File: src/rtl/ll2mm_pkg.sv
// Shared types, constants and the CORDIC arctangent table for latlon_to_local_mm.
package ll2mm_pkg;

    // Port field widths
    localparam int LAT_W   = 31;
    localparam int LON_W   = 32;
    localparam int NORTH_W = 35;
    localparam int EAST_W  = 36;

    // Magnitudes after saturation
    localparam int ALAT_W = 30;
    localparam int ALON_W = 32;
    localparam logic signed [LAT_W-1:0] LAT_LIMIT = 31'sd900000000;

    // Angle in Q30 radians: (alat * ANG_SCALE) >> 32
    localparam int ANG_W = 31;
    localparam logic [32:0] ANG_SCALE = 33'd8048910509;

    // CORDIC
    localparam int CORDIC_STAGES_DEF = 16;
    localparam int CORDIC_MAX        = 32;
    localparam int CW                = 33;
    localparam logic signed [CW-1:0] INV_GAIN = 33'sd652032874;
    localparam logic signed [CW-1:0] ONE_Q30  = 33'sd1073741824;
    localparam int C_W               = 31;

    // North path: alat*11 + floor(alat*NP_MUL / 1e10)
    localparam int NP_W  = 60;
    localparam int A11_W = 34;
    localparam logic [30:0] NP_MUL   = 31'd1132952548;
    localparam logic [3:0]  NORTH_INT = 4'd11;
    localparam int NORTH_SHIFT = 10;
    localparam int NORTH_N_W   = NP_W - NORTH_SHIFT;
    localparam int NORTH_DIV_W = 24;
    localparam logic [63:0] NORTH_DIV = 64'd9765625;
    localparam logic signed [NORTH_W-1:0] NORTH_MAX = 35'sd10001965730;

    // Scale polynomial coefficients
    localparam logic [26:0] SCALE_C1 = 27'd111412840;
    localparam logic [16:0] SCALE_C3 = 17'd93500;
    localparam logic [6:0]  SCALE_C5 = 7'd118;
    localparam int M_W = 57;

    // East path: floor(floor(alon*m / 2^30) / 1e7)
    localparam int T_W        = 59;
    localparam int EAST_SHIFT = 7;
    localparam int EAST_N_W   = T_W - EAST_SHIFT;
    localparam int EAST_DIV_W = 17;
    localparam logic [63:0] EAST_DIV = 64'd78125;

    typedef struct packed {
        logic en;
        logic valid;
    } t_stage_ctl;

    typedef struct packed {
        logic [NP_W-1:0]   np;
        logic [A11_W-1:0]  alat11;
        logic [ALON_W-1:0] alon;
        logic              lat_neg;
        logic              lon_neg;
    } t_side;

    function automatic logic [29:0] atan_q30(input logic [4:0] idx);
        logic [29:0] v;
        unique case (idx)
            5'd0:  v = 30'd843314857;
            5'd1:  v = 30'd497837829;
            5'd2:  v = 30'd263043837;
            5'd3:  v = 30'd133525159;
            5'd4:  v = 30'd67021687;
            5'd5:  v = 30'd33543516;
            5'd6:  v = 30'd16775851;
            5'd7:  v = 30'd8388437;
            5'd8:  v = 30'd4194283;
            5'd9:  v = 30'd2097149;
            5'd10: v = 30'd1048576;
            5'd11: v = 30'd524288;
            5'd12: v = 30'd262144;
            5'd13: v = 30'd131072;
            5'd14: v = 30'd65536;
            5'd15: v = 30'd32768;
            5'd16: v = 30'd16384;
            5'd17: v = 30'd8192;
            5'd18: v = 30'd4096;
            5'd19: v = 30'd2048;
            5'd20: v = 30'd1024;
            5'd21: v = 30'd512;
            5'd22: v = 30'd256;
            5'd23: v = 30'd128;
            5'd24: v = 30'd64;
            5'd25: v = 30'd32;
            5'd26: v = 30'd16;
            5'd27: v = 30'd8;
            5'd28: v = 30'd4;
            5'd29: v = 30'd2;
            5'd30: v = 30'd1;
            default: v = 30'd0;
        endcase
        return v;
    endfunction

endpackage

File: src/rtl/ll2mm_cdiv.sv
// Four-stage divide by a constant: reciprocal multiply, then one remainder correction.
module ll2mm_cdiv #(
    parameter int          NW   = 52,
    parameter int          DW   = 17,
    parameter logic [63:0] DIV  = 64'd78125,
    parameter int          SBW  = 1
) (
    input  logic                   i_clk,
    input  logic                   i_rst_n,
    input  ll2mm_pkg::t_stage_ctl  i_ctl,
    input  logic [NW-1:0]          i_num,
    input  logic [SBW-1:0]         i_sb,
    output logic                   o_valid,
    output logic [NW-DW:0]         o_quo,
    output logic [SBW-1:0]         o_sb
);
    localparam int QW = NW - DW + 1;
    localparam int NL = NW / 2;
    localparam int NH = NW - NL;
    localparam int RL = QW / 2;
    localparam int RH = QW - RL;
    localparam int PW = NW + QW;
    localparam logic [QW-1:0] RCP  = QW'((64'd1 << NW) / DIV);
    localparam logic [DW:0]   DIVC = (DW + 1)'(DIV);

    logic [3:0]           r_v;
    logic [SBW-1:0]       r_sb [0:3];

    logic [NL+RL-1:0]     r1_ll;
    logic [NL+RH-1:0]     r1_lh;
    logic [NH+RL-1:0]     r1_hl;
    logic [NH+RH-1:0]     r1_hh;
    logic [DW:0]          r1_nlo, r2_nlo, r3_nlo;
    logic [QW-1:0]        r2_q, r3_q, r4_q;
    logic [DW:0]          r3_qd;

    logic [PW-1:0]        w_full;
    logic [DW:0]          w_rem;

    assign w_full = (PW'(r1_hh) << (NL + RL)) + (PW'(r1_hl) << NL)
                  + (PW'(r1_lh) << RL) + PW'(r1_ll);
    assign w_rem  = r3_nlo - r3_qd;

    always_ff @(posedge i_clk) begin
        if (!i_rst_n) begin
            r_v <= '0;
        end else if (i_ctl.en) begin
            r_v <= {r_v[2:0], i_ctl.valid};
        end
    end

    always_ff @(posedge i_clk) begin
        if (i_ctl.en) begin
            r_sb[0] <= i_sb;
            r_sb[1] <= r_sb[0];
            r_sb[2] <= r_sb[1];
            r_sb[3] <= r_sb[2];

            r1_ll  <= (NL + RL)'(i_num[NL-1:0]) * (NL + RL)'(RCP[RL-1:0]);
            r1_lh  <= (NL + RH)'(i_num[NL-1:0]) * (NL + RH)'(RCP[QW-1:RL]);
            r1_hl  <= (NH + RL)'(i_num[NW-1:NL]) * (NH + RL)'(RCP[RL-1:0]);
            r1_hh  <= (NH + RH)'(i_num[NW-1:NL]) * (NH + RH)'(RCP[QW-1:RL]);
            r1_nlo <= i_num[DW:0];

            // estimate is the quotient or one below it
            r2_q   <= w_full[PW-1:NW];
            r2_nlo <= r1_nlo;

            r3_q   <= r2_q;
            r3_qd  <= (DW + 1)'(r2_q[DW:0] * DIVC);
            r3_nlo <= r2_nlo;

            r4_q   <= r3_q + QW'(w_rem >= DIVC);
        end
    end

    assign o_valid = r_v[3];
    assign o_quo   = r4_q;
    assign o_sb    = r_sb[3];
endmodule

File: config.mk
export PLATFORM = sky130hd
export DESIGN_NAME = ll2mm_cdiv
export DESIGN_NICKNAME = d
export VERILOG_FILES = /design/src/rtl/ll2mm_pkg.sv /design/src/rtl/ll2mm_cdiv.sv
export SDC_FILE = /design/constraint.sdc
export NUM_CORES = 2
export LEC_CHECK = 0
export ABC_AREA = 1
export BUFFER_PORTS_ARGS = -buffer_cell sky130_fd_sc_hd__buf_4
export CAP_MARGIN = 20
export CORE_MARGIN = 1
export CORE_UTILIZATION = 37
export CTS_BUF_LIST = sky130_fd_sc_hd__clkbuf_16
export DETAILED_ROUTE_END_ITERATION = 6
export HOLD_SLACK_MARGIN = 0.15
export SLEW_MARGIN = 40
export SYNTH_ARGS = -nofsm -noshare
export SYNTH_HDL_FRONTEND = slang
export SYNTH_SLANG_ARGS = --single-unit
export TNS_END_PERCENT = 20
File: constraint.sdc
create_clock -name i_clk -period 7.93 [get_ports i_clk]
set_clock_uncertainty 0.2 [all_clocks]
set_input_delay 1.586 -clock i_clk [delete_from_list [all_inputs] [get_ports i_clk]]
set_output_delay 1.586 -clock i_clk [all_outputs]
set_load 0.005 [all_outputs]
==> metrics.txt <==
status=completed; I/O Buffers=94; Slew Limit Fails=0; relative slew slack=43.84%; worst skew pair latency=0.58 ns; Detail Placement HPWL=148.5 mm; worst endpoint data arrival time=7.34 ns; Via density=between 4 and 5; Post-Syn Area=55510 µm²; post-CTS sizing=0; MaxCap Viol Count=0; CTS clk-pin slew, worst paths=about 0.060 ns; Setup crit end kind=flip-flop; GRT Overall Usage=~22%; post-synth top area cell=fa_1; Finish-stage setup viols=0; CTS Buf Count=42; Yosys warning count=0; Die ar.=151600 µm²; CP Launch Type=primary input; Sink Count=335; Reg-to-Reg End=r3_qd[17]$_DFFE_PP_; HP Start=r2_nlo[12]$_DFFE_PP_; Worst Hold Class=reg -> reg; flop-to-flop setup slack=3.05 ns; Synth cell types=50; Net Count, Synth=~7800; Min-Delay Path Depth=0; CTS tree=built; H-Tree Depth=2; DRC=0; Max Clk Rate=roughly 0.14 GHz; period utilisation layout=between 90% and 100%; worst-path fanout max=11; Req. time, crit path=8.10 ns; CTS Root Cell=clkbuf_16; Worst Hold Path EP=r3_nlo[12]$_DFFE_PP_; first-pass GRT wire length=257.7 mm; average size of a mapped cell=9.117 µm²; Nets=7935; worst setup path category=in -> reg; gate count after technology mapping=6088; #FFs+latches synth=335; Fin Setup TNS=0 ns; RR Startpoint=r2_q[6]$_DFFE_PP_; buffer levels on the longest clock path=3; routed wire length per instance=20.18 µm; Initial Util=37.41%; Die Height=389.3 µm; vias in the first global route=43210; Synth top area share=30.48%; postcts setup bufs=0; synthesis-to-finish area growth=8.471%; antenna viol nets, final=0; worst reg2reg path depth=18; Final Critical Period=7.167 ns; die width=389.3 µm; grt ovf=0; core area=148400 µm²; worst-margin pin slew=0.8425 ns; DRT Pass-1 Iters=5; cts hold-fix bufs=0; initial antenna violation count=0; RSZ-0062 raised after global routing=false; sequential share of the synthesized area=a little under a fifth; ranking of synthesized cells by area=fa_1, ha_1, edfxtp_1, inv_1, nand2_1; Placer Congestion=0.9867; io pins=95; share of post-route cells with drive strength above 1=3.351%; routed vias=40540; drt total wl=166.9 mm; largest net degree at the start of global routing=142; row count=141; final core occ=approximately two fifths; Initial DRC Count=3094; Final Hold Viols=0
==> synth_stat cells, drive strengths merged <==
library cell and number:
o21bai 37, o221ai 3, or2 7, o221a 1, clkbuf 6, o21ai 187, nor3 53, edfxtp 331
a211oi 1, nor3b 2, a21o 45, dfxtp 4, a221oi 1, xnor2 82, a31oi 35, nand2b 1
inv 1626, fa 845, a21boi 12, nand3b 11, o2111ai 4, nand4 48, a21oi 301, o31ai 1
nand2 795, o211ai 7, or3 1, nor4 22, o21a 8, nand3 164, and2 4, xor2 177
and3 9, ha 800, nor2 457
==> final cells by class <==
type	count	area, µm²
antenna	1	2.502
clock buffer	42	1051
clock inverter	35	319.1
fill	14950	88160
inverter	1626	6103
multi-input combinational	4121	39360
sequential	335	10020
tap	2002	2505
timing repair buffer	107	847.1
==> worst max-delay path, cell delays in order <==
cell     delay [ns]
buf_4          0.19
fa_1           0.60
inv_1          0.09
fa_1           0.52
fa_1           0.54
inv_1          0.05
fa_1           0.53
fa_1           0.56
inv_1          0.06
fa_1           0.57
inv_1          0.05
ha_1           0.41
nand2_1        0.13
nor2_1         0.28
inv_1          0.07
nor2_1         0.14
and3_1         0.26
a21oi_1        0.16
o21ai_0        0.26
xor2_1         0.28
==> cells by family after synthesis <==
family,synth area share [%]
DFF,18.05
AOI/OAI and AO/OA,6.469
adders and majority gates,48.51
xor gates and xnor gates,4.100
and+or+nand+nor,11.83
buffers and inverters,11.04
==> sequential cells by signal (all words and copies together) (netlist names) <==
register / cells
r1_lh: 42
r2_q: 36
r1_ll: 24
o_quo: 36
r_sb: 4
r1_nlo: 18
r2_nlo: 18
r3_qd: 16
r3_q: 36
r_v: 4
r3_nlo: 18
r1_hh: 43
r1_hl: 40
==> cells in the final DEF (no fill, tap or decap), types with 36 or more instances in the layout <==
master     count
nand2_1      791
nand3_1      160
xor2_1       177
clkbuf_16     42
nor2_1       447
nand4_1       47
edfxtp_1     331
a21o_1        45
nor3_1        52
a21oi_1      299
buf_4        103
o21bai_1      36
fa_1         845
o21ai_0      173
inv_1       1624
xnor2_1       81
ha_1         800
==> per-stage QoR <==
step	worst slack, ns	area [µm²]	hold slack (ns)	instances
2_1_floorplan	1.283	55510	0.2003	6088
3_3_place_gp	0.1632	58810	0.2005	8190
3_5_place_dp	0.2142	58840	0.2045	8191
4_1_cts	0.8063	60210	0.2074	8268
5_1_grt	0.4923	60210	0.2154	8268
6_report	0.7627	60210	0.2080	8269
==> routing by layer <==
layer | vias to the layer above | track usage [%] | part of all wire (%)
met2 | 1046 | 36.62 | 46
li1 | 19290 | - | -
met3 | 153 | 2.744 | 5.4
met4 | 0 | 4.467 | 2.0
met1 | 20050 | 31.79 | 47
met5 | - | 0 | 0
==> worst max path at each step <==
stage / startpoint / to / slack (ns) / cells after the start
floorplan: i_num[8] / r1_lh[34]$_DFFE_PP_ / 1.28 / 20
global placement: i_num[44] / r1_hh[28]$_DFFE_PP_ / 0.16 / 20
detailed placement: i_num[44] / r1_hh[28]$_DFFE_PP_ / 0.21 / 20
CTS: i_num[44] / r1_hh[28]$_DFFE_PP_ / 0.81 / 20
global route: i_num[44] / r1_hh[28]$_DFFE_PP_ / 0.49 / 20
finish: i_num[44] / r1_hh[28]$_DFFE_PP_ / 0.76 / 20
Power is not shown: default switching activity piles up to over one toggle a cycle in this logic, so the estimate is an artifact.
